[config.mk]
export PLATFORM = sky130hd
export DESIGN_NAME = intel_hex_record_loader
export DESIGN_NICKNAME = d
export VERILOG_FILES = /design/src/ihex_pkg.sv /design/src/ihex_stage_mem.sv /design/src/ihex_char_dec.sv /design/src/intel_hex_record_loader.sv
export SDC_FILE = /design/constraint.sdc
export NUM_CORES = 1
export LEC_CHECK = 0
export BUFFER_PORTS_ARGS = -buffer_cell sky130_fd_sc_hd__clkbuf_2
export CORE_ASPECT_RATIO = 1.75
export CORE_MARGIN = 1
export CORE_UTILIZATION = 35
export CTS_CLUSTER_DIAMETER = 30
export DETAILED_ROUTE_END_ITERATION = 8
export PLACE_DENSITY = 0.5
export SKIP_CTS_REPAIR_TIMING = 1
export SYNTH_ARGS = -nofsm -noshare
export SYNTH_HDL_FRONTEND = slang
export SYNTH_HIERARCHICAL = 1
export SYNTH_SLANG_ARGS = --single-unit
[constraint.sdc]
create_clock -name clk -period 24.3 [get_ports clk]
set_input_delay 1.215 -clock clk [delete_from_list [all_inputs] [get_ports clk]]
set_output_delay 1.215 -clock clk [all_outputs]
set_load 0.02 [all_outputs]
[src/ihex_pkg.sv]
`timescale 1ns / 1ps
package ihex_pkg;

    localparam int LEN_W = 10;

    localparam logic [7:0] CH_CR    = 8'h0D;
    localparam logic [7:0] CH_LF    = 8'h0A;
    localparam logic [7:0] CH_COLON = 8'h3A;

    localparam logic [7:0] REC_DATA   = 8'h00;
    localparam logic [7:0] REC_EOF    = 8'h01;
    localparam logic [7:0] REC_EXT_LO = 8'h02;
    localparam logic [7:0] REC_EXT_HI = 8'h05;

    localparam logic [LEN_W-1:0] MIN_LEN  = LEN_W'(11);
    localparam logic [LEN_W:0]   HEAD_LEN = (LEN_W + 1)'(11);

    typedef enum logic [3:0] {
        ST_STORED     = 4'd0,
        ST_DONE       = 4'd1,
        ST_EXT_IGNORE = 4'd2,
        ST_MALFORMED  = 4'd3,
        ST_LENGTH     = 4'd4,
        ST_DIGIT      = 4'd5,
        ST_CHECKSUM   = 4'd6,
        ST_TYPE       = 4'd7,
        ST_TOO_LONG   = 4'd8,
        ST_NOT_RECORD = 4'd9
    } status_t;

    typedef enum logic {
        KIND_WRITE  = 1'b0,
        KIND_STATUS = 1'b1
    } kind_t;

    typedef struct packed {
        logic [LEN_W-1:0] len;
        logic             overflow;
        logic             colon;
        logic             bad_digit;
        logic [3:0]       high_nibble;
        logic [7:0]       count;
        logic             count_bad;
        logic [15:0]      addr;
        logic [7:0]       rec_type;
        logic [7:0]       sum;
    } line_info_t;

    // {valid, nibble}; a bad digit gives nibble f
    function automatic logic [4:0] hex_digit(input logic [7:0] c);
        logic [4:0] r;
        logic [7:0] t;
        r = 5'h0F;
        t = 8'h00;
        if (c >= 8'h30 && c <= 8'h39) begin
            t = c - 8'h30;
            r = {1'b1, t[3:0]};
        end
        else if (c >= 8'h61 && c <= 8'h66) begin
            t = c - 8'h57;
            r = {1'b1, t[3:0]};
        end
        else if (c >= 8'h41 && c <= 8'h46) begin
            t = c - 8'h37;
            r = {1'b1, t[3:0]};
        end
        return r;
    endfunction

endpackage

[src/ihex_stage_mem.sv]
`timescale 1ns / 1ps
module ihex_stage_mem
#(
    parameter int DEPTH = 32,
    parameter int IDX_W = 5
)
(
    input  logic             clk,
    input  logic             we,
    input  logic [IDX_W-1:0] wr_idx,
    input  logic [7:0]       wr_data,
    input  logic             re,
    input  logic [IDX_W-1:0] rd_idx,
    output logic [7:0]       rd_data
);

    logic [7:0] mem [DEPTH];
    logic [7:0] rd_data_reg;

    always_ff @(posedge clk)
    begin
        if (we)
        begin
            mem[wr_idx] <= wr_data;
        end
    end

    always_ff @(posedge clk)
    begin
        if (re)
        begin
            rd_data_reg <= mem[rd_idx];
        end
    end

    assign rd_data = rd_data_reg;

endmodule

[src/ihex_char_dec.sv]
`timescale 1ns / 1ps
module ihex_char_dec
    import ihex_pkg::*;
#(
    parameter int MAX_DATA   = 32,
    parameter int LINE_LIMIT = 550,
    parameter int IDX_W      = 5
)
(
    input  logic             clk,
    input  logic             rst_n,
    input  logic             take,
    input  logic             clear,
    input  logic [7:0]       ch,
    output line_info_t       info,
    output logic             stage_we,
    output logic [IDX_W-1:0] stage_idx,
    output logic [7:0]       stage_data
);

    localparam logic [LEN_W:0]   LIMIT_EXT = (LEN_W + 1)'(LINE_LIMIT);
    localparam logic [LEN_W-2:0] STAGE_LIM = (LEN_W - 1)'(MAX_DATA);

    line_info_t       info_reg;
    line_info_t       info_next;
    logic [4:0]       digit;
    logic [LEN_W-1:0] pos;
    logic [LEN_W-2:0] k;
    logic [LEN_W-2:0] k_off;
    logic [7:0]       byte_val;

    always_comb
    begin
        info_next  = info_reg;
        digit      = hex_digit(ch);
        pos        = info_reg.len;
        // byte index within the record: count, addr hi, addr lo, type, data
        k          = pos[LEN_W-1:1] - (LEN_W - 1)'(1);
        k_off      = k - (LEN_W - 1)'(4);
        byte_val   = {info_reg.high_nibble, digit[3:0]};
        stage_we   = 1'b0;
        stage_idx  = k_off[IDX_W-1:0];
        stage_data = byte_val;
        if (clear)
        begin
            info_next = '0;
        end
        else if (take)
        begin
            if (({1'b0, pos} + (LEN_W + 1)'(1)) < LIMIT_EXT)
            begin
                info_next.len = pos + LEN_W'(1);
                if (pos == '0)
                begin
                    info_next.colon = (ch == CH_COLON);
                end
                else if (info_reg.colon)
                begin
                    if (!digit[4])
                    begin
                        info_next.bad_digit = 1'b1;
                    end
                    if (pos[0])
                    begin
                        info_next.high_nibble = digit[3:0];
                    end
                    else
                    begin
                        info_next.sum = info_reg.sum + byte_val;
                        priority if (k == '0)
                        begin
                            info_next.count     = byte_val;
                            info_next.count_bad = info_reg.bad_digit | ~digit[4];
                        end
                        else if (k == (LEN_W - 1)'(1))
                        begin
                            info_next.addr[15:8] = byte_val;
                        end
                        else if (k == (LEN_W - 1)'(2))
                        begin
                            info_next.addr[7:0] = byte_val;
                        end
                        else if (k == (LEN_W - 1)'(3))
                        begin
                            info_next.rec_type = byte_val;
                        end
                        else if (k_off < STAGE_LIM)
                        begin
                            stage_we = 1'b1;
                        end
                        else
                        begin
                            stage_we = 1'b0;
                        end
                    end
                end
            end
            else
            begin
                info_next.overflow = 1'b1;
            end
        end
    end

    always_ff @(posedge clk or negedge rst_n)
    begin
        if (!rst_n)
        begin
            info_reg <= '0;
        end
        else
        begin
            info_reg <= info_next;
        end
    end

    assign info = info_reg;

endmodule

[src/intel_hex_record_loader.sv]
`timescale 1ns / 1ps
// Intel HEX record loader.
// Input channel: one ASCII character per word on char_in (in_valid / in_stall).
// CR or LF ends a line; every other byte is a line character.
// Output channel: words on item_kind .. last_of_run (out_valid / out_stall).
// A valid data record gives one memory write word per data byte, then a status word;
// any other non-empty line gives a single status word with the load counters.
// Throughput: one character per cycle while a line arrives. At a line end the
// input stalls while results drain: the staged bytes sit in a memory with a
// registered read port, so each write word passes a read state and then a
// write state, and the status word follows in the status state; a status-only
// line goes straight from the line end to the status state.
// A stall on the output holds the current word; the output register lets
// the next line's characters be taken while the last status word waits.
// Reset clears the counters, the load state and the line state; the staging
// memory needs no clearing pass.
module intel_hex_record_loader
    import ihex_pkg::*;
#(
    parameter int MAX_DATA   = 32,
    parameter int LINE_LIMIT = 550
)
(
    input  logic        clk,
    input  logic        rst_n,
    input  logic        in_valid,
    output logic        in_stall,
    input  logic [7:0]  char_in,
    output logic        out_valid,
    input  logic        out_stall,
    output logic        item_kind,
    output logic [15:0] write_addr,
    output logic [7:0]  write_data,
    output logic [3:0]  status_code,
    output logic [31:0] loaded_bytes,
    output logic [31:0] loaded_records,
    output logic [31:0] error_total,
    output logic        last_of_run
);

    localparam int IDX_W = (MAX_DATA > 1) ? $clog2(MAX_DATA) : 1;
    localparam int CNT_W = $clog2(MAX_DATA + 1);

    typedef enum logic [3:0] {
        S_IDLE   = 4'b0001,
        S_READ   = 4'b0010,
        S_WRITE  = 4'b0100,
        S_STATUS = 4'b1000
    } state_t;

    state_t           state_reg, state_next;
    logic             load_open_reg, load_open_next;
    logic [31:0]      bytes_reg, bytes_next;
    logic [31:0]      recs_reg, recs_next;
    logic [31:0]      errs_reg, errs_next;
    logic [CNT_W-1:0] idx_reg, idx_next;
    logic [CNT_W-1:0] cnt_reg, cnt_next;
    logic [15:0]      base_reg, base_next;
    status_t          code_reg, code_next;

    logic             out_valid_reg, out_valid_next;
    kind_t            kind_reg, kind_next;
    logic [15:0]      addr_reg, addr_next;
    logic [7:0]       data_reg, data_next;
    status_t          scode_reg, scode_next;
    logic [31:0]      obytes_reg, obytes_next;
    logic [31:0]      orecs_reg, orecs_next;
    logic [31:0]      oerrs_reg, oerrs_next;
    logic             last_reg, last_next;

    line_info_t       info;
    logic             in_fire;
    logic             line_end;
    logic             slot_free;
    logic             stage_we;
    logic [IDX_W-1:0] stage_idx;
    logic [7:0]       stage_data;
    logic             rd_en;
    logic [7:0]       rd_data;
    logic [CNT_W-1:0] idx_inc;

    logic [31:0]      base_bytes, base_recs, base_errs;
    logic             malformed, len_bad;
    logic [LEN_W:0]   exp_len;

    assign in_stall  = (state_reg != S_IDLE);
    assign in_fire   = in_valid && !in_stall;
    assign line_end  = (char_in == CH_CR) || (char_in == CH_LF);
    assign slot_free = !out_valid_reg || !out_stall;
    assign rd_en     = (state_reg == S_READ);
    assign idx_inc   = idx_reg + CNT_W'(1);

    ihex_char_dec #(
        .MAX_DATA   (MAX_DATA),
        .LINE_LIMIT (LINE_LIMIT),
        .IDX_W      (IDX_W)
    ) u_dec (
        .clk        (clk),
        .rst_n      (rst_n),
        .take       (in_fire && !line_end),
        .clear      (in_fire && line_end),
        .ch         (char_in),
        .info       (info),
        .stage_we   (stage_we),
        .stage_idx  (stage_idx),
        .stage_data (stage_data)
    );

    ihex_stage_mem #(
        .DEPTH (MAX_DATA),
        .IDX_W (IDX_W)
    ) u_mem (
        .clk     (clk),
        .we      (stage_we),
        .wr_idx  (stage_idx),
        .wr_data (stage_data),
        .re      (rd_en),
        .rd_idx  (idx_reg[IDX_W-1:0]),
        .rd_data (rd_data)
    );

    // record checks, in priority order
    always_comb
    begin
        base_bytes = load_open_reg ? bytes_reg : 32'd0;
        base_recs  = load_open_reg ? recs_reg  : 32'd0;
        base_errs  = load_open_reg ? errs_reg  : 32'd0;
        malformed  = (info.len < MIN_LEN) || !info.len[0];
        exp_len    = {2'b00, info.count, 1'b0} + HEAD_LEN;
        len_bad    = info.count_bad || (info.count > 8'(MAX_DATA))
                     || ({1'b0, info.len} != exp_len);
    end

    always_comb
    begin
        state_next     = state_reg;
        load_open_next = load_open_reg;
        bytes_next     = bytes_reg;
        recs_next      = recs_reg;
        errs_next      = errs_reg;
        idx_next       = idx_reg;
        cnt_next       = cnt_reg;
        base_next      = base_reg;
        code_next      = code_reg;

        out_valid_next = out_valid_reg && out_stall;
        kind_next      = kind_reg;
        addr_next      = addr_reg;
        data_next      = data_reg;
        scode_next     = scode_reg;
        obytes_next    = obytes_reg;
        orecs_next     = orecs_reg;
        oerrs_next     = oerrs_reg;
        last_next      = last_reg;

        unique case (state_reg)
            S_IDLE:
            begin
                if (in_fire && line_end)
                begin
                    priority if (info.overflow)
                    begin
                        errs_next  = errs_reg + 32'd1;
                        code_next  = ST_TOO_LONG;
                        state_next = S_STATUS;
                    end
                    else if (info.len == '0)
                    begin
                        state_next = S_IDLE;
                    end
                    else if (info.colon)
                    begin
                        load_open_next = 1'b1;
                        bytes_next     = base_bytes;
                        recs_next      = base_recs;
                        errs_next      = base_errs;
                        state_next     = S_STATUS;
                        priority if (malformed)
                        begin
                            errs_next = base_errs + 32'd1;
                            code_next = ST_MALFORMED;
                        end
                        else if (len_bad)
                        begin
                            errs_next = base_errs + 32'd1;
                            code_next = ST_LENGTH;
                        end
                        else if (info.bad_digit)
                        begin
                            errs_next = base_errs + 32'd1;
                            code_next = ST_DIGIT;
                        end
                        else if (info.sum != 8'h00)
                        begin
                            errs_next = base_errs + 32'd1;
                            code_next = ST_CHECKSUM;
                        end
                        else if (info.rec_type == REC_DATA)
                        begin
                            bytes_next = base_bytes + 32'(info.count);
                            recs_next  = base_recs + 32'd1;
                            code_next  = ST_STORED;
                            idx_next   = '0;
                            cnt_next   = info.count[CNT_W-1:0];
                            base_next  = info.addr;
                            if (info.count != 8'h00)
                            begin
                                state_next = S_READ;
                            end
                        end
                        else if (info.rec_type == REC_EOF)
                        begin
                            load_open_next = 1'b0;
                            code_next      = ST_DONE;
                        end
                        else if (info.rec_type >= REC_EXT_LO && info.rec_type <= REC_EXT_HI)
                        begin
                            code_next = ST_EXT_IGNORE;
                        end
                        else
                        begin
                            errs_next = base_errs + 32'd1;
                            code_next = ST_TYPE;
                        end
                    end
                    else
                    begin
                        code_next  = ST_NOT_RECORD;
                        state_next = S_STATUS;
                    end
                end
            end

            S_READ:
            begin
                state_next = S_WRITE;
            end

            S_WRITE:
            begin
                if (slot_free)
                begin
                    out_valid_next = 1'b1;
                    kind_next      = KIND_WRITE;
                    addr_next      = base_reg + 16'(idx_reg);
                    data_next      = rd_data;
                    scode_next     = ST_STORED;
                    obytes_next    = 32'd0;
                    orecs_next     = 32'd0;
                    oerrs_next     = 32'd0;
                    last_next      = 1'b0;
                    idx_next       = idx_inc;
                    state_next     = (idx_inc == cnt_reg) ? S_STATUS : S_READ;
                end
            end

            S_STATUS:
            begin
                if (slot_free)
                begin
                    out_valid_next = 1'b1;
                    kind_next      = KIND_STATUS;
                    addr_next      = 16'd0;
                    data_next      = 8'd0;
                    scode_next     = code_reg;
                    obytes_next    = bytes_reg;
                    orecs_next     = recs_reg;
                    oerrs_next     = errs_reg;
                    last_next      = 1'b1;
                    state_next     = S_IDLE;
                end
            end

            default:
            begin
                state_next = S_IDLE;
            end
        endcase
    end

    always_ff @(posedge clk or negedge rst_n)
    begin
        if (!rst_n)
        begin
            state_reg     <= S_IDLE;
            load_open_reg <= 1'b0;
            bytes_reg     <= 32'd0;
            recs_reg      <= 32'd0;
            errs_reg      <= 32'd0;
            idx_reg       <= '0;
            cnt_reg       <= '0;
            out_valid_reg <= 1'b0;
        end
        else
        begin
            state_reg     <= state_next;
            load_open_reg <= load_open_next;
            bytes_reg     <= bytes_next;
            recs_reg      <= recs_next;
            errs_reg      <= errs_next;
            idx_reg       <= idx_next;
            cnt_reg       <= cnt_next;
            out_valid_reg <= out_valid_next;
        end
    end

    // payload of the output word and emit context
    always_ff @(posedge clk)
    begin
        base_reg   <= base_next;
        code_reg   <= code_next;
        kind_reg   <= kind_next;
        addr_reg   <= addr_next;
        data_reg   <= data_next;
        scode_reg  <= scode_next;
        obytes_reg <= obytes_next;
        orecs_reg  <= orecs_next;
        oerrs_reg  <= oerrs_next;
        last_reg   <= last_next;
    end

    assign out_valid      = out_valid_reg;
    assign item_kind      = kind_reg;
    assign write_addr     = addr_reg;
    assign write_data     = data_reg;
    assign status_code    = scode_reg;
    assign loaded_bytes   = obytes_reg;
    assign loaded_records = orecs_reg;
    assign error_total    = oerrs_reg;
    assign last_of_run    = last_reg;

endmodule

[Word level (Yosys, flattened, before mapping)]
Memory sizes are Yosys's and may differ from the RTL's. A register that Yosys moved wholly into a read port is not among the register bits.
Cells that the tools add are included.
Cells by class
  add/subtract/negate cells: 15
  reduce and logical (&&, ||, !) cells: 53
  bitwise gates (word level): 8
  eq/ne operators: 33
  magnitude comparators: 12
  mux-type cells: 118
Operator list (number)
  2-to-1 mux 32 bit: 27
  case mux 32 bit (2 select lines): 3
  2-to-1 mux 58 bit: 2
  adder 32 x 1 -> 32 bit (second input constant): 3
  2-to-1 mux 46 bit: 2
  2-to-1 mux 4 bit: 18
  2-to-1 mux 6 bit: 10
  2-to-1 mux 16 bit: 3
  2-to-1 mux 8 bit: 6
  2-to-1 mux 47 bit: 1
  2-to-1 mux 41 bit: 1
  adder 32 x 8 -> 32 bit: 1
  case mux 16 bit (2 select lines): 1
  2-to-1 mux 1 bit: 26
  2-to-1 mux 24 bit: 1
  nonzero test 2 bit: 12
  2-to-1 mux 3 bit: 7
  != test 2 x 1 -> 1 bit (second input constant): 10
  AND reduction 5 bit: 4
  equality test 9 x 2 -> 1 bit (second input constant): 2
  != test 2 bit (second input constant): 9
  adder 16 x 6 -> 16 bit: 1
  equality test 8 x 4 -> 1 bit (second input constant): 2
  greater-or-equal comparator 8 x 7 -> 1 bit (second input constant): 2
  other kinds (55): 85
Storage, ports and cells
  flip-flop bits (word level): 317
  bits in writable memories: 256
  memories: 1
  input port bits: 12
Memory list
  u_mem.mem: depth 32, width 8, read ports 1, clocked after Yosys merged registers in 1, wr ports 1, RTL line ihex_stage_mem.sv:17  | logic [7:0] mem [DEPTH];

[Logic depth before layout (Yosys ltp)]
Gate-level depths: netlist (run 1).
  depth in word-level cells: 16
  depth in mapped cells: 17

[By module]
Netlist (run 1), hierarchy kept.
Modules (own cells, without submodules)
  intel_hex_record_loader: area each 13576.8 sq um, sequential area each 7208.2 sq um, cells each 1322, times used 1
  ihex_stage_mem: area each 10133.5 sq um, sequential area each 7927.6 sq um, cells each 417, times used 1
  ihex_char_dec: area each 3823.7 sq um, sequential area each 1451.4 sq um, cells each 414, times used 1

[Worst setup path before layout (run 1)]
No wires, ideal clock.
  kind: reg2reg
  from: reg state_reg[1]
  to: reg oerrs_reg[0] (netlist: error_total[0]), enable pin
  data arrival time: 7.419 ns
  required time: 23.649 ns
  period minus slack after synthesis: 8.069 ns
  stages on the path, launching flop included: 6
  setup slack: 16.231 ns
  buffers on the path: 1
  path through: dfrtp_1 -> or4b_2 -> clkbuf_1 -> inv_1 -> nor2_1 -> a21oi_1
Between the ends
  cells in the longest elaborated chain, start to end: 3
RTL lines
  from (decl): RTL line intel_hex_record_loader.sv:51  | state_t state_reg, state_next;
  from (signal assigned): RTL line intel_hex_record_loader.sv:296  | state_reg <= state_next;
  equality test 4 x 3 -> 1 bit / equality test 4 bit (equally long branches): RTL line intel_hex_record_loader.sv:156  | unique case (state_reg)
  != test 2 bit (no line) / nonzero test 2 bit (equally long branches)
  AND reduction 3 bit (no line) *
  to (signal assigned): RTL line intel_hex_record_loader.sv:318  | oerrs_reg <= oerrs_next;
  to (decl): RTL line intel_hex_record_loader.sv:68  | logic [31:0] oerrs_reg, oerrs_next;
Every way passes the cells marked *; elsewhere a longest branch is shown, timed or not.
A chain may end at the register's enable or synchronous reset.

[Final worst setup path (run 1)]
  from: reg u_dec.info_reg (netlist bit u_dec/pos[1])
  to: mem u_mem.mem[10][3], enable pin
Between the ends
  cells in the longest elaborated chain, start to end: 16
RTL lines
  from (decl): RTL line ihex_char_dec.sv:24  | line_info_t info_reg;
  from (signal assigned): RTL line ihex_char_dec.sv:113  | info_reg <= info_next;
  subtractor 9 x 1 -> 9 bit: RTL line ihex_char_dec.sv:38  | k = pos[LEN_W-1:1] - (LEN_W - 1)'(1);
  subtractor 9 x 3 -> 9 bit: RTL line ihex_char_dec.sv:39  | k_off = k - (LEN_W - 1)'(4);
  via stage_idx[0]: RTL line intel_hex_record_loader.sv:76  | logic [IDX_W-1:0] stage_idx;
  < comparator 9 x 6 -> 1 bit: RTL line ihex_char_dec.sv:87  | else if (k_off < STAGE_LIM)
  2-to-1 mux 1 bit: RTL line ihex_char_dec.sv:87
  2-to-1 mux 1 bit: RTL line ihex_char_dec.sv:83  | else if (k == (LEN_W - 1)'(3))
  2-to-1 mux 1 bit: RTL line ihex_char_dec.sv:79  | else if (k == (LEN_W - 1)'(2))
  2-to-1 mux 1 bit: RTL line ihex_char_dec.sv:75  | else if (k == (LEN_W - 1)'(1))
  [2 not listed]
  2-to-1 mux 1 bit: RTL line ihex_char_dec.sv:57  | else if (info_reg.colon)
  2-to-1 mux 1 bit: RTL line ihex_char_dec.sv:53  | if (pos == '0)
  2-to-1 mux 1 bit: RTL line ihex_char_dec.sv:50  | if (({1'b0, pos} + (LEN_W + 1)'(1)) < LIMIT_EXT)
  2-to-1 mux 1 bit: RTL line ihex_char_dec.sv:48  | else if (take)
  2-to-1 mux 1 bit: RTL line ihex_char_dec.sv:44  | if (clear)
  via stage_we: RTL line intel_hex_record_loader.sv:75  | logic stage_we;
  2-to-1 mux 1 bit: RTL line ihex_stage_mem.sv:22  | if (we)
  2-to-1 mux 1 bit (not written as such): RTL line ihex_stage_mem.sv:24  | mem[wr_idx] <= wr_data;
  to (decl): RTL line ihex_stage_mem.sv:17
The timed path passes the listed nets, and every way through them passes these cells.

==> results of run 1 <==
worst paths after layout:
path,end,slack [ps],cells after the start,start
min,base_reg[11],430,0,u_dec/info[27]
max in group asynchronous,bytes_reg[20],21670,3,rst_n
max reg2reg,u_mem/mem[10][3],18670,13,u_dec/pos[1]
min reg2reg,base_reg[11],430,0,u_dec/info[27]
max,u_mem/mem[10][3],18670,13,u_dec/pos[1]
min in group asynchronous,errs_reg[22],550,1,rst_n
cell type report:
class / count / area (um^2) / share of cell area [%]
clock buffer: 86 / 2130 / 6.64
tap: 1027 / 1280 / 4.00
inverter: 64 / 240 / 0.748
timing repair buffer: 169 / 927 / 2.89
sequential: 581 / 16600 / 51.7
clock inverter: 66 / 718 / 2.24
multi-input combinational: 1385 / 10200 / 31.8
layer usage:
metal / global-route usage [%] / up-vias
met4: 11.9 / 0
met2: 36.0 / 521
met1: 19.3 / 9203
met5: 0 / -
met3: 2.68 / 175
li1: - / 8427
cell usage in the layout, fill, tap and decap left out, types with 11 or more instances in the layout:
cell	instances
xor2_1	26
inv_1	61
and3_1	20
dfrtp_1	164
and2_1	114
inv_8	15
xnor2_1	50
nand2b_1	39
a22o_1	12
o211ai_1	25
nand4_1	34
or4_1	22
nand2_1	162
or2_2	11
nor2_1	149
a21oi_1	71
inv_6	15
or3_1	23
nand3_1	76
o21ai_0	81
nor3_1	46
ha_1	38
mux2_2	15
edfxtp_1	409
mux2i_1	40
buf_4	30
mux4_2	80
clkbuf_16	85
nor4_1	29
clkbuf_2	138
power breakdown:
group          leakage (nW)  total [mW]  switching (mW)  internal [mW]
clock                  1.38        1.22           0.504          0.711
sequential             6.00        1.08          0.0252           1.06
combinational          4.24       0.201           0.136         0.0643
cells in the mapped netlist, drive strengths merged (24+ instances only):
library cell,count,area [um^2]
or4,24,188
nor2,150,563
a21oi,72,360
nand4,35,225
nor3,47,240
mux4,80,1800
nand2b,39,244
nand3,76,380
ha,38,475
o21ai,81,405
buf,31,193
nor4,34,244
mux2i,40,400
xnor2,50,438
and2,114,713
nand2,162,608
edfxtp,409,12300
inv,64,240
clkbuf,92,345
o211ai,25,188
xor2,26,228
dfrtp,171,4280
kinds of logic after synthesis:
logic type / count (synthesis)
and+or+nand+nor: 817
buffers and inverters: 187
DFF: 581
xor gates and xnor gates: 76
AOI/OAI and AO/OA: 315
muxes: 136
adders and majority gates: 41
stage by stage:
step	hold slack [ps]	setup slack (ps)	utilization [%]	power, mW	cells
4_1_cts	441	18760	41.3	2.53	3378
3_5_place_dp	432	18690	37.7	1.30	3226
5_1_grt	450	18460	41.3	2.59	3378
3_3_place_gp	432	18810	37.7	1.30	3226
6_report	434	18670	41.3	2.50	3378
2_1_floorplan	426	16230	-	1.23	2153
==> impl_metrics.tcl, run 1 <==
set metrics [dict create \
    finalSetupViolCount 0 \
    io_pins 140 \
    die_w_um 214 \
    ys.flop_type "edfxtp_1" \
    critical-path-top-delay-family "simple AND/OR/NAND/NOR gates" \
    grt_pass1_wl_um 116000 \
    final_cell_area_mm2 0.0321 \
    crit_path_start_kind "flop" \
    first_pass_iters 5 \
    drc 0 \
    p_per_area_mw_per_mm2 77.9 \
    synth_edf_count 409 \
    peakVddDrop_v 0.0000517 \
    synth_compound_area_share_pct 7.75 \
    synth-seq-area-share_pct 60.2 \
    worstPathCellList "inv_1 > ha_1 > xor2_1 > inv_1 > ha_1 > or4b_1 > o22a_1 > a311oi_1 > xnor2_1 > or4_1 > a21oi_1 > nand3b_1 > nor2_1" \
    ys_ff_latch 581 \
    wirelength_um 75200 \
    ant_nets 0 \
    clk_latency_ps 640 \
    gp_congestion 0.882 \
    routed.top_layer "met4" \
    p_leak_nw 11.6 \
    fmax_mhz 178 \
    drive_gt1_share_pct 20.1 \
    fin_crit_sh_pct 23.2 \
    synth_nets 2206 \
    dieArea_mm2 0.0798 \
    nets 2337 \
    start_util_pct 35.4 \
    drtIter0Drc 1398 \
    core_mm2 0.0777 \
    crit_path_top_delay_cell "nor2_1" \
    end_kind "flop" \
    crit_path_max_incr_delay_ps 820 \
    synth_top_family_by_area "simple AND/OR/NAND/NOR gates" \
    final-hold-violation-count 0 \
    cap_violations 0 \
    wl_met3_um 2660 \
    rsz0062_at_grt "no" \
    drv_slew 0 \
    diodes 0 \
    dp_hpwl_um 52000 \
    yosys.area_share.simple_pct 16.2 \
    syn_avg_cell_area_um2 12.8 \
    grt_usage_pct 19.0 \
    grt-ovfl-total 0 \
    synthAdderAreaFrac_pct 1.94 \
    synth_warnings 6 \
    routed_via_density 5.43 \
    synthArstFlopShare_pct 29.6 \
    slew_headroom_pct 17.7 \
    worstPathRequired_ps 24560 \
    worstPathMaxFanout 15 \
    first_global_vias 18988 \
    met2WireLength_um 41800 \
    tns_ps 0 \
    syn_inst 2153 \
    synth_area_mm2 0.0275 \
    path_clk_slew_ps 60 \
    hold_class "flop to flop" \
    clock-sinks 581 \
    fin_worst_skew_ps 18.5 \
    arrival_ps 5890 \
    num_vias 18326 \
    worst_slew_pin_slew_ps 1220 \
    post_dp_cell_area_mm2 0.0293 \
    synthDistinctLibCells 85 \
    muxShareOfSynthArea_pct 8.65 \
    wl_per_cell_um 22.3 \
    numCtsBuffers 83 \
    htree_levels 3 \
    syn2layout_area_growth_pct 16.6 \
    num_rows 135 \
    crit_buf_inv 2 \
    yosys.area_share.xor_xnor_pct 2.42 \
    critPathKind "flop to flop" \
    m1WireLength_um 26400 \
    status "finished, final reports clean" \
    cts_tree "yes" \
    root_buffer "clkbuf_16" \
    grt_max_degree 102 \
    cts_buffer_depth 3 \
    finalCriticalPeriod_ps 5630 \
    fillers 7269 \
    io_buffer_count 139 \
    largest_register_ffs 256 \
    antenna_found_initial 0 \
    die_h_um 373 \
]
Power figures use the tool's default switching activity.
==> run 2, diff against run 1 <==
Settings changed: PLACE_DENSITY 0.5 to 0.52.
Clock period 24.3 ns to 5.1 ns, I/O delays scaled along.
==> impl_metrics.tcl, run 2 (same netlist as run 1, synthesis figures left out) <==
set metrics [dict create \
    path_clk_slew_ps 60 \
    power.total_mw 12.2 \
    dieArea_mm2 0.0798 \
    wirelength_um 74100 \
    crit_path_start_kind "flop" \
    finalSetupViolCount 0 \
    routed_via_density 5.37 \
    clk_latency_ps 640 \
    fmax_mhz 206 \
    num_vias 18312 \
    slew_headroom_pct 15.4 \
    grt_max_degree 102 \
    setup_slack_ps 239 \
    cts_tree "yes" \
    arrival_ps 5130 \
    drc 0 \
    grt-ovfl-total 0 \
    layout_common_cells "edfxtp_1, dfrtp_1, nand2_1, nor2_1, clkbuf_2" \
    p_per_area_mw_per_mm2 375 \
    num_rows 135 \
    antenna_found_initial 1 \
    numCtsBuffers 83 \
    wl_met3_um 2700 \
    critPathKind "flop to flop" \
    fin_worst_skew_ps 21.2 \
    reg2reg_depth 13 \
    m1WireLength_um 26000 \
    end_kind "flop" \
    preCtsSetupSlack_ps 169 \
    first_pass_iters 5 \
    r2r_slack_ps 240 \
    die_h_um 373 \
    finalCriticalPeriod_ps 4860 \
    io_pins 140 \
    drive_gt1_share_pct 21.4 \
    final-hold-violation-count 0 \
    p_leak_nw 11.9 \
    post_dp_cell_area_mm2 0.0295 \
    final_common_cell "edfxtp_1" \
    largest_register_ffs 256 \
    cap_violations 0 \
    start_util_pct 35.4 \
    fin_crit_sh_pct 95.3 \
    drv_slew 0 \
    io_buffer_count 139 \
    finalNonFillerCells 3411 \
    cp-endpoint "u_mem/mem[13][7]" \
    peakVddDrop_v 0.000242 \
    wl_per_cell_um 21.7 \
    nets 2367 \
    clock-sinks 581 \
    dp.cells 3255 \
    ant_nets 0 \
    syn2layout_area_growth_pct 17.9 \
    diodes 0 \
    reg2reg_from "u_dec/pos[2]" \
    htree_levels 3 \
    tns_ps 0 \
    core_mm2 0.0777 \
    rsz0062_at_grt "yes" \
    cts_buffer_depth 3 \
    final_cell_area_mm2 0.0325 \
    grt_pass1_wl_um 113000 \
    post-route-util_pct 41.8 \
    status "finished, final reports clean" \
    startpoint "u_dec/pos[2]" \
    r2r_end "u_mem/mem[13][7]" \
    dp_hpwl_um 51600 \
    routed.top_layer "met4" \
    hold_class "input pin to flop" \
    met2WireLength_um 41600 \
    worst_slew_pin_slew_ps 1260 \
    worstPathRequired_ps 5370 \
    die_w_um 214 \
    first_global_vias 18824 \
    hold_slack_ps 18.2 \
    grt_usage_pct 18.6 \
    worstPathMaxFanout 9 \
    drtIter0Drc 1264 \
    fillers 7161 \
    gp_congestion 0.872 \
    root_buffer "clkbuf_16" \
]
==> run 2: how the worst min path moves through the flow <==
stage | start | end | slack [ps] | depth (start not counted)
finish | out_stall | out_valid | 20 | 3
global route | out_stall | out_valid | 20 | 3
CTS | rst_n | bytes_reg[19] | -280 | 1
detailed placement | rst_n | bytes_reg[19] | 420 | 1
global placement | rst_n | bytes_reg[19] | 420 | 1
floorplan | rst_n | bytes_reg[0] | -40 | 0
==> run 2: cell type report <==
type                            count  area (um^2)  area share [%]
Clock buffer                       90         2140            6.60
Clock inverter                     65          806            2.48
Sequential cell                   581        16600            51.1
Tap cell                         1027         1280            3.96
Timing Repair Buffer              199         1180            3.63
Multi-Input combinational cell   1385        10200            31.5
Inverter                           64          240           0.740
==> run 2: power by group <==
part	switching [mW]	internal (mW)	total, mW
sequential	0.0465	5.05	5.09
clock	2.41	3.59	6.00
combinational	0.747	0.336	1.08
total	3.20	8.98	12.2
==> run 2: critical path, stage by stage (launching register included) <==
cell	delay, ps
dfrtp_1	380
inv_1	120
ha_1	300
xor2_1	120
inv_1	200
ha_1	300
or4b_1	470
o22a_1	270
a311oi_1	360
xnor2_1	90
or4_1	420
a21oi_1	290
nand3b_1	470
nor2_1	700
==> run 2: routing by layer <==
metal / global-route usage [%] / up-vias
li1: - / 8498
met1: 18.8 / 9127
met2: 36.0 / 510
met3: 2.71 / 177
met4: 10.2 / 0
met5: 0 / -
==> run 3, diff against run 2 <==
Settings changed: PLACE_DENSITY 0.52 to unset, PLACE_DENSITY_LB_ADDON set to 0.3.
==> impl_metrics.tcl, run 3 (same netlist as run 1, synthesis figures left out) <==
set metrics [dict create \
    cp.depth 13 \
    clock-sinks 581 \
    peakVddDrop_v 0.000256 \
    power.total_mw 11.6 \
    crit_path_max_incr_delay_ps 640 \
    grt-ovfl-total 0 \
    crit_path_start_kind "flop" \
    finalNonFillerCells 3396 \
    hold_class "input pin to flop" \
    worstPathRequired_ps 5360 \
    grt_max_degree 137 \
    wl_per_cell_um 21.4 \
    largest_register_ffs 256 \
    worst_slew_pin_slew_ps 1080 \
    num_vias 18445 \
    fin_crit_sh_pct 94.4 \
    wirelength_um 72800 \
    first_pass_iters 6 \
    r2r_slack_ps 280 \
    path_clk_slew_ps 60 \
    antenna_found_initial 1 \
    hold_slack_ps 46.7 \
    finalSetupViolCount 0 \
    worstHoldStart "out_stall" \
    dp_hpwl_um 50300 \
    worstPathMaxFanout 9 \
    grt_pass1_wl_um 112000 \
    io_pins 140 \
    post_dp_cell_area_mm2 0.0295 \
    slew_headroom_pct 28.2 \
    p_per_area_mw_per_mm2 359 \
    final-hold-violation-count 0 \
    worstPathCellList "inv_1 > ha_1 > xor2_1 > inv_1 > ha_1 > or4b_1 > o22a_1 > a311oi_1 > xnor2_1 > or4_1 > a21oi_1 > or3b_2 > nor2_1" \
    reg2reg_depth 13 \
    rsz0062_at_grt "yes" \
    io_buffer_count 139 \
    htree_levels 3 \
    drc 0 \
    layout_common_cells "edfxtp_1, dfrtp_1, nand2_1, nor2_1, clkbuf_2" \
    dieArea_mm2 0.0798 \
    reg2reg_from "u_dec/pos[2]" \
    cts_tree "yes" \
    drtIter0Drc 1191 \
    crit_path_top_delay_cell "or3b_2" \
    num_rows 135 \
    fin_worst_skew_ps 22.1 \
    grt_usage_pct 18.2 \
    crit_buf_inv 2 \
    critPathKind "flop to flop" \
    status "finished, final reports clean" \
    diodes 0 \
    drive_gt1_share_pct 20.4 \
    final_cell_area_mm2 0.0321 \
    root_buffer "clkbuf_16" \
    p_leak_nw 11.7 \
    routed_via_density 5.43 \
    startpoint "u_dec/pos[2]" \
    syn2layout_area_growth_pct 16.8 \
    die_w_um 214 \
    gp_congestion 0.896 \
    start_util_pct 35.4 \
    drv_slew 0 \
    fmax_mhz 208 \
    die_h_um 373 \
    clk_latency_ps 640 \
    fillers 7224 \
    nets 2359 \
    critical-path-top-delay-family "simple AND/OR/NAND/NOR gates" \
    numCtsBuffers 76 \
    core_mm2 0.0777 \
    arrival_ps 5080 \
    finalCriticalPeriod_ps 4820 \
    end_kind "flop" \
    first_global_vias 18954 \
    final_common_cell "edfxtp_1" \
    dp.cells 3254 \
    cts_buffer_depth 3 \
    cp-endpoint "u_mem/mem[12][3]" \
    r2r_end "u_mem/mem[12][3]" \
    tns_ps 0 \
    ant_nets 0 \
    cap_violations 0 \
]
-- run 3: metal layers --
metal	vias up	wire length, um	track usage (%)
met2	646	40500	35.1
met1	9134	25000	18.2
met5	-	11	0
li1	8457	-	-
met3	206	3130	2.34
met4	2	4140	11.3
-- run 3: layout make-up --
type	count	area [um^2]	share of cell area, %
clock inverter	57	661	2.05
clock buffer	84	1980	6.17
tap	1027	1280	4.00
sequential	581	16600	51.6
inverter	64	240	0.747
timing repair buffer	198	1170	3.65
multi-input combinational	1385	10200	31.8
-- run 3: tightest hold or removal path: cells and delay by family --
family	cells	cell delay (ps)
buffers and inverters	1	140
and+or+nand+nor	2	230
-- run 3: power breakdown --
group,leakage [nW],switching (mW),total (mW),internal [mW]
Sequential,6.04,0.0765,5.12,5.05
Clock,1.27,2.34,5.42,3.08
Combinational,4.39,0.689,1.01,0.325
Total,11.7,3.10,11.6,8.45
-- run 3: worst min-delay path by stage --
stage | slack, ps | end | cells past startpoint
2_1_floorplan | -40 | bytes_reg[0] | 0
3_3_place_gp | 180 | errs_reg[14] | 1
3_5_place_dp | 180 | errs_reg[24] | 1
4_1_cts | -510 | errs_reg[24] | 1
5_1_grt | 50 | out_valid | 3
6_report | 50 | out_valid | 3
-- run 3: metrics by stage --
stage          setup slack [ps]  utilization, %
2_1_floorplan               359               -
3_3_place_gp                481            37.9
3_5_place_dp                254            37.9
4_1_cts                     280            41.4
5_1_grt                   -40.8            41.4
6_report                    283            41.4
